<file path="src/fcba_pkg.sv">
`timescale 1ns / 1ps
// ----------------------------------------------------------------------------
// fcba_pkg
// shared types and constants of the chained block allocator
// ----------------------------------------------------------------------------
package fcba_pkg;

    localparam int BLOCK_COUNT = 2880;
    localparam int BLOCK_BYTES = 512;

    localparam int ACT_W   = 2;
    localparam int BYTE_W  = 8;
    localparam int BLK_W   = 12;
    localparam int OFF_W   = 9;
    localparam int ST_W    = 2;
    localparam int ENTRY_W = 16;
    localparam int FILL_W  = $clog2(BLOCK_BYTES + 1);
    localparam int CNT_W   = $clog2(BLOCK_COUNT + 1);

    localparam logic [ENTRY_W-1:0] ENTRY_FREE = 16'hFFFE;
    localparam logic [ENTRY_W-1:0] ENTRY_END  = 16'hFFFF;

    typedef enum logic [ACT_W-1:0] {
        ACT_START = 2'd0,
        ACT_BYTE  = 2'd1,
        ACT_READ  = 2'd2,
        ACT_NONE  = 2'd3
    } t_action;

    typedef enum logic [ST_W-1:0] {
        ST_OK     = 2'd0,
        ST_FULL   = 2'd1,
        ST_NOFILE = 2'd2,
        ST_READ   = 2'd3
    } t_status;

    typedef struct packed {
        t_action              action;
        logic [BYTE_W-1:0]    data_byte;
        logic [BLK_W-1:0]     entry_index;
    } t_item;

    typedef struct packed {
        t_status              status;
        logic [BLK_W-1:0]     block_number;
        logic [OFF_W-1:0]     byte_offset;
        logic [BYTE_W-1:0]    byte_out;
        logic                 new_block;
        logic [ENTRY_W-1:0]   entry_value;
    } t_result;

endpackage

</file>
<file path="src/fcba_front.sv">
`timescale 1ns / 1ps
// ----------------------------------------------------------------------------
// fcba_front
// accepts requests, drops unused action codes, two-entry queue to back end
// ----------------------------------------------------------------------------
module fcba_front (
    input  logic           i_clk,
    input  logic           i_rst_n,
    input  logic           i_push,
    output logic           o_full,
    input  fcba_pkg::t_item i_item,
    output logic           o_valid,
    output fcba_pkg::t_item o_item,
    input  logic           i_ready
);

    fcba_pkg::t_item r_q [2];
    logic       r_wp, r_rp;
    logic [1:0] r_cnt;
    logic       w_acc, w_store, w_take;

    assign o_full  = (r_cnt == 2'd2);
    assign w_acc   = i_push && !o_full;
    assign w_store = w_acc && (i_item.action != fcba_pkg::ACT_NONE);
    assign o_valid = (r_cnt != 2'd0);
    assign o_item  = r_q[r_rp];
    assign w_take  = o_valid && i_ready;

    always_ff @(posedge i_clk) begin
        if (w_store) begin
            r_q[r_wp] <= i_item;
        end
        if (!i_rst_n) begin
            r_wp  <= 1'b0;
            r_rp  <= 1'b0;
            r_cnt <= 2'd0;
        end else begin
            if (w_store) r_wp <= !r_wp;
            if (w_take)  r_rp <= !r_rp;
            r_cnt <= r_cnt + {1'b0, w_store} - {1'b0, w_take};
        end
    end

`ifndef SYNTH
    a_no_overflow: assert property (@(posedge i_clk) disable iff (!i_rst_n)
        r_cnt != 2'd3) else $error("front queue count out of range");
    a_count_track: assert property (@(posedge i_clk) disable iff (!i_rst_n)
        (w_store && !w_take) |=> (r_cnt != 2'd0))
        else $error("stored request lost");
    a_ptr_match: assert property (@(posedge i_clk) disable iff (!i_rst_n)
        (r_cnt == 2'd0 || r_cnt == 2'd2) |-> (r_wp == r_rp))
        else $error("queue pointers disagree with count");
`endif

endmodule

</file>
<file path="config.mk">
export PLATFORM = sky130hd
export DESIGN_NAME = fcba_front
export DESIGN_NICKNAME = d
export VERILOG_FILES = /design/src/fcba_pkg.sv /design/src/fcba_front.sv
export SDC_FILE = /design/constraint.sdc
export NUM_CORES = 1
export LEC_CHECK = 0
export ABC_AREA = 1
export BUFFER_PORTS_ARGS = -buffer_cell sky130_fd_sc_hd__clkbuf_2
export CAP_MARGIN = 20
export CELL_PAD_IN_SITES_DETAIL_PLACEMENT = 0
export CELL_PAD_IN_SITES_GLOBAL_PLACEMENT = 2
export CORE_MARGIN = 2
export CORE_UTILIZATION = 30
export DETAILED_ROUTE_END_ITERATION = 8
export PLACE_DENSITY = 0.72
export SETUP_SLACK_MARGIN = 0.1
export SYNTH_ARGS = -nofsm -noshare
export SYNTH_HDL_FRONTEND = slang
export SYNTH_SLANG_ARGS = --single-unit
</file>
<file path="constraint.sdc">
create_clock -name i_clk -period 2.53 [get_ports i_clk]
set_input_delay 0.3795 -clock i_clk [delete_from_list [all_inputs] [get_ports i_clk]]
set_output_delay 0.3795 -clock i_clk [all_outputs]
set_load 0.02 [all_outputs]
</file>
== After elaboration in Yosys (flattened, before gate mapping) ==
Memory sizes are Yosys's and may differ from the RTL's. A register that Yosys moved wholly into a read port is not among the register bits.
Index checks and enable logic that the tools add are counted.

* Add/subtract/negate cells: 2
* Equality and inequality tests: 2
* Multiplexer cells: 4
* Reductions and logical operators: 7

{| class="wikitable"
|+ Operator list
! kind !! count
|-
| two-way mux 1 bit || 4
|-
| logical AND 1 bit || 3
|-
| logical NOT 1 bit || 3
|-
| adder 2 x 1 -> 2 bit || 1
|-
| equality test 2 bit, second input constant || 1
|-
| != test 2 bit, second input constant || 1
|-
| nonzero test 2 bit || 1
|-
| subtractor 2 x 1 -> 2 bit || 1
|}

* Register bits after elaboration: 4
* RAM bits: 44
* Input port bits: 26
* Memories kept: 1

{| class="wikitable"
|+ Memory list
! name !! depth !! bits a word !! read ports !! clocked after memory_dff !! wr ports !! RTL line !! RTL
|-
| r_q || 2 || 22 || 1 || 1 || 1 || fcba_front.sv:17 || <nowiki>fcba_pkg::t_item r_q [2];</nowiki>
|}

== Logic depth before layout (Yosys ltp) ==
* Depth in word-level cells: 6
* Depth in mapped cells: 11
* Depth with buffers taken out: 11

== Least setup slack after synthesis ==
No wires, ideal clock.

* Path type: register to register
* From: reg r_cnt[0]
* To: mem r_q[0][0] (netlist name), enable pin
* Data arrival time: 1529 ps
* Setup slack: 600 ps
* Stages on the path, launching flop included: 5
* Path buffers: 0
* Path through: dfxtp_1 > inv_1 > nand2_1 > nand3_1 > nor2_1

* Longest elaborated chain between the ends: 6

{| class="wikitable"
|+ Ends and longest elaborated chain
! what !! RTL line !! RTL
|-
| start, declared || fcba_front.sv:19 || <nowiki>logic [1:0] r_cnt;</nowiki>
|-
| start signal, assigned || fcba_front.sv:40 || <nowiki>r_cnt <= r_cnt + {1'b0, w_store} - {1'b0, w_take};</nowiki>
|-
| equality test 2 bit || fcba_front.sv:22 || <nowiki>assign o_full = (r_cnt == 2'd2);</nowiki>
|-
| logical NOT 1 bit || fcba_front.sv:23 || <nowiki>assign w_acc = i_push && !o_full;</nowiki>
|-
| logical AND 1 bit || fcba_front.sv:23 ||
|-
| logical AND 1 bit || fcba_front.sv:24 || <nowiki>assign w_store = w_acc && (i_item.action != fcba_pkg::ACT_NONE);</nowiki>
|-
| two-way mux 1 bit || fcba_front.sv:30 || <nowiki>if (w_store) begin</nowiki>
|-
| two-way mux 1 bit (not written as such) || fcba_front.sv:31 || <nowiki>r_q[r_wp] <= i_item;</nowiki>
|-
| end, declared || fcba_front.sv:17 ||
|}

No other way between the ends.

==> impl_results.md <==
- Synth Area in Compound Gates: less than 1%
- Max incr delay on CP: roughly 0.36 ns
- First-pass GRT wire length: 4620 um
- Post-route setup TNS: 0 ns
- Die H: 82.5 um
- Max FO, Critical Path: 11
- Area growth, synth to finish: 24.6%
- Initial core utilization: ~31%
- Arrival @ worst endpoint: 1.35 ns
- Synth area leaders: edfxtp_1 71%, mux2_2 13%, dfxtp_1 5.4%
- Outcome: finished clean
- Initial DRC Count: 33
- Crit. path cell count: 3
- Adder and majority cell fraction of the synthesized area: 1.35%
- Post-Syn Area: between 1500 and 2000 um2
- R2R Setup Slk: a little over 0.9 ns
- Fin crit share: 68.5%
- Worst Skew: 0.00583 ns
- N_diodes: 0
- Slew @ Worst Pin: 0.482 ns
- Layout cell share with drive strength beyond 1: approximately 50%
- Hold path start: i_item[16]
- Hold Buf Count CTS: 0
- CP delay by family, top: buffers and inverters
- Grt ovf: 0
- Clock Latency Late Sink: between 0.2 and 0.3 ns
- Routed vias: 1021
- Area fraction of the dominant cell type after synthesis: between 70% and 80%
- IO Port Bufs: 49
- Finish-stage setup viols: 0
- Yosys warnings: 0
- # IOs: 50
- Post-synthesis mux area share: 13.4%
- Synth Area in XOR/XNOR: 0%
- Clock-pin slew on the worst setup and hold paths: 0.08 ns
- Post-layout util: between 30% and 40%
- Synthesized netlist cell count: around 110
- Clock Sinks: a little under 50
- HPWL Detailed: between 2000 and 2500 um
- Startpoint Class: flip-flop
- Worst EP required: about 2.2 ns
- Final Hold Fails: 0
- Total GRT Usage: just under 10%
- #FFs+latches synth: between 40 and 50
- Final min period: roughly 1.7 ns
- Storage element area: approximately 1400 um2
- Die footprint: 6800 um2
- Buffers & Inverters on Critical Path: 2
- WL final: roughly 3100 um
- Top FF cell, synth: edfxtp_1
- Post-synthesis sequential area ratio: roughly 77%
- Crit path cell chain: buf_4 > mux2_2 > clkbuf_2
- Slowest CP cell: mux2_2
- Nets: approximately 190
- Largest family of logic cells by synthesized area: multiplexers
- Fin. max-slew vios: 0
- DRT Pass-1 Iters: 4
- Root Buffer: clkbuf_8
- Syn Nets: about 140
- Antenna violations before repair: 0
- Synth unique cells: 12
- Worst Setup Path Type: reg -> out
- Post-CTS Resized: 0
- Pleak: between 0.9 and 1 nW
- RSZ-0062 raised after global routing: no
- Max cap viols: 0
- Worst hold stages: 1
- Vias in the first global route: about 1000
- TritonCTS buffer count: 5
- Largest net degree at the start of global routing: 19
- Reg2reg end: r_cnt[1]$_SDFF_PN0_
- Worst setup EP type: output port
- CTS tree: yes
- Count leader, synth: edfxtp_1
- Rows: 28
- Longest Clk Path Bufs: 2
- Multi-input logic area: around 370 um2
- Worst hold path class: in -> reg
- CORE AREA: between 5000 and 6000 um2
- Htree depth: 2
- F_max: just under 600 MHz
- Top cells by count, synth: 44 x edfxtp_1, 22 x mux2_2, 10 x inv_1, 10 x nand2_1, 6 x nor2_1
- Post-Synth Simple-Gate Area: roughly 4.4%
- Worst vdd ir: 0.342 mV
- Cell taking the most area after synthesis: edfxtp_1
- Hold Path Sink: r_q[1][16]$_DFFE_PP_
- Final GP Congestion: between 0.6 and 0.7
- Die Wd: between 80 and 90 um
- Number of setup buffers added after CTS: 0
- Asr flop ratio synth: 0%
- DR vias/cell: between 4 and 5
- Wire per inst: roughly 13 um
- Worst-case reg-to-reg path depth: 10
- Post-synth EDFFs: 44
- Filler cells: between 500 and 600
- Residual DRC: 0
- Reg2reg start: r_cnt[0]$_SDFF_PN0_
- Syn_area_per_cell: around 17 um2
- Slew HR: 67.8%
- Power per standard cell area: between 900 and 1000 nW/um2
- Post-DRT Antenna Nets: 0
report_power, final:
| part | leakage [nW] | total (mW) | switching [mW] | internal, mW |
|---|---|---|---|---|
| clock | 0.0445 | 0.456 | 0.234 | 0.222 |
| combinational | 0.425 | 0.612 | 0.364 | 0.248 |
| sequential | 0.448 | 1.02 | 0.0307 | 0.994 |
layout by cell type (no fill, tap or decap):
cell        count
a21oi_1         1
buf_12          1
buf_4           3
clkbuf_1        1
clkbuf_2       49
clkbuf_8        6
clkinvlp_4      1
dfxtp_1         5
edfxtp_1       44
ha_1            2
inv_1          10
mux2_2         22
nand2_1        10
nand3_1         3
nand4_1         1
nor2_1          5
nor2_2          1
o21a_1          1
cell families after synthesis:
family,after synthesis
AND/OR/NAND/NOR,20
flip-flops,49
AO/OA/AOI/OAI,2
multiplexers,22
adder cells (fa/ha/maj),2
buffers and inverters,12
worst max path at each step:
stage                              startpoint  slack [ns]                    to
final                               flip-flop        0.80             o_item[5]
after floorplan           r_cnt[0]$_SDFF_PN0_        0.60   r_q[0][0]$_DFFE_PP_
after detailed placement           i_item[20]        0.83  r_q[0][16]$_DFFE_PP_
after global placement             i_item[20]        0.88  r_q[0][21]$_DFFE_PP_
after global routing                flip-flop        0.72             o_item[5]
after CTS                           flip-flop        0.77             o_item[5]
flip-flops by register name, summed over array words and instances, names as in the netlist, named ones only:
register and count:
r_q 44, r_cnt 2, r_rp 1, r_wp 1
final cells by class:
class,count,share of cell area [%]
multi-input cells,46,16.0
clock buffers,7,3.75
inverters,10,1.63
flip-flops and latches,49,61.7
well taps,75,4.07
repair buffers,53,12.5
clock inverters,1,0.326
per-layer routing:
layer | up-vias | GRT usage, % | wire (um)
li1 | 508 | - | -
met3 | 6 | 3.80 | 197
met5 | - | 0 | 0
met4 | 0 | 5.00 | 54
met1 | 476 | 12.0 | 1360
met2 | 31 | 15.0 | 1500
through the flow:
stage	hold WS [ns]	std cells	total power [mW]	area, um2	setup slack (ns)
floorplan	0.451	107	1.47	1850	0.600
global placement	0.481	233	1.66	2210	0.880
detailed placement	0.519	233	1.67	2210	0.833
CTS	0.265	241	2.13	2300	0.772
global route	0.259	241	2.21	2300	0.715
finish	0.274	241	2.09	2300	0.798
No activity file was read; power rests on OpenSTA's default activity.
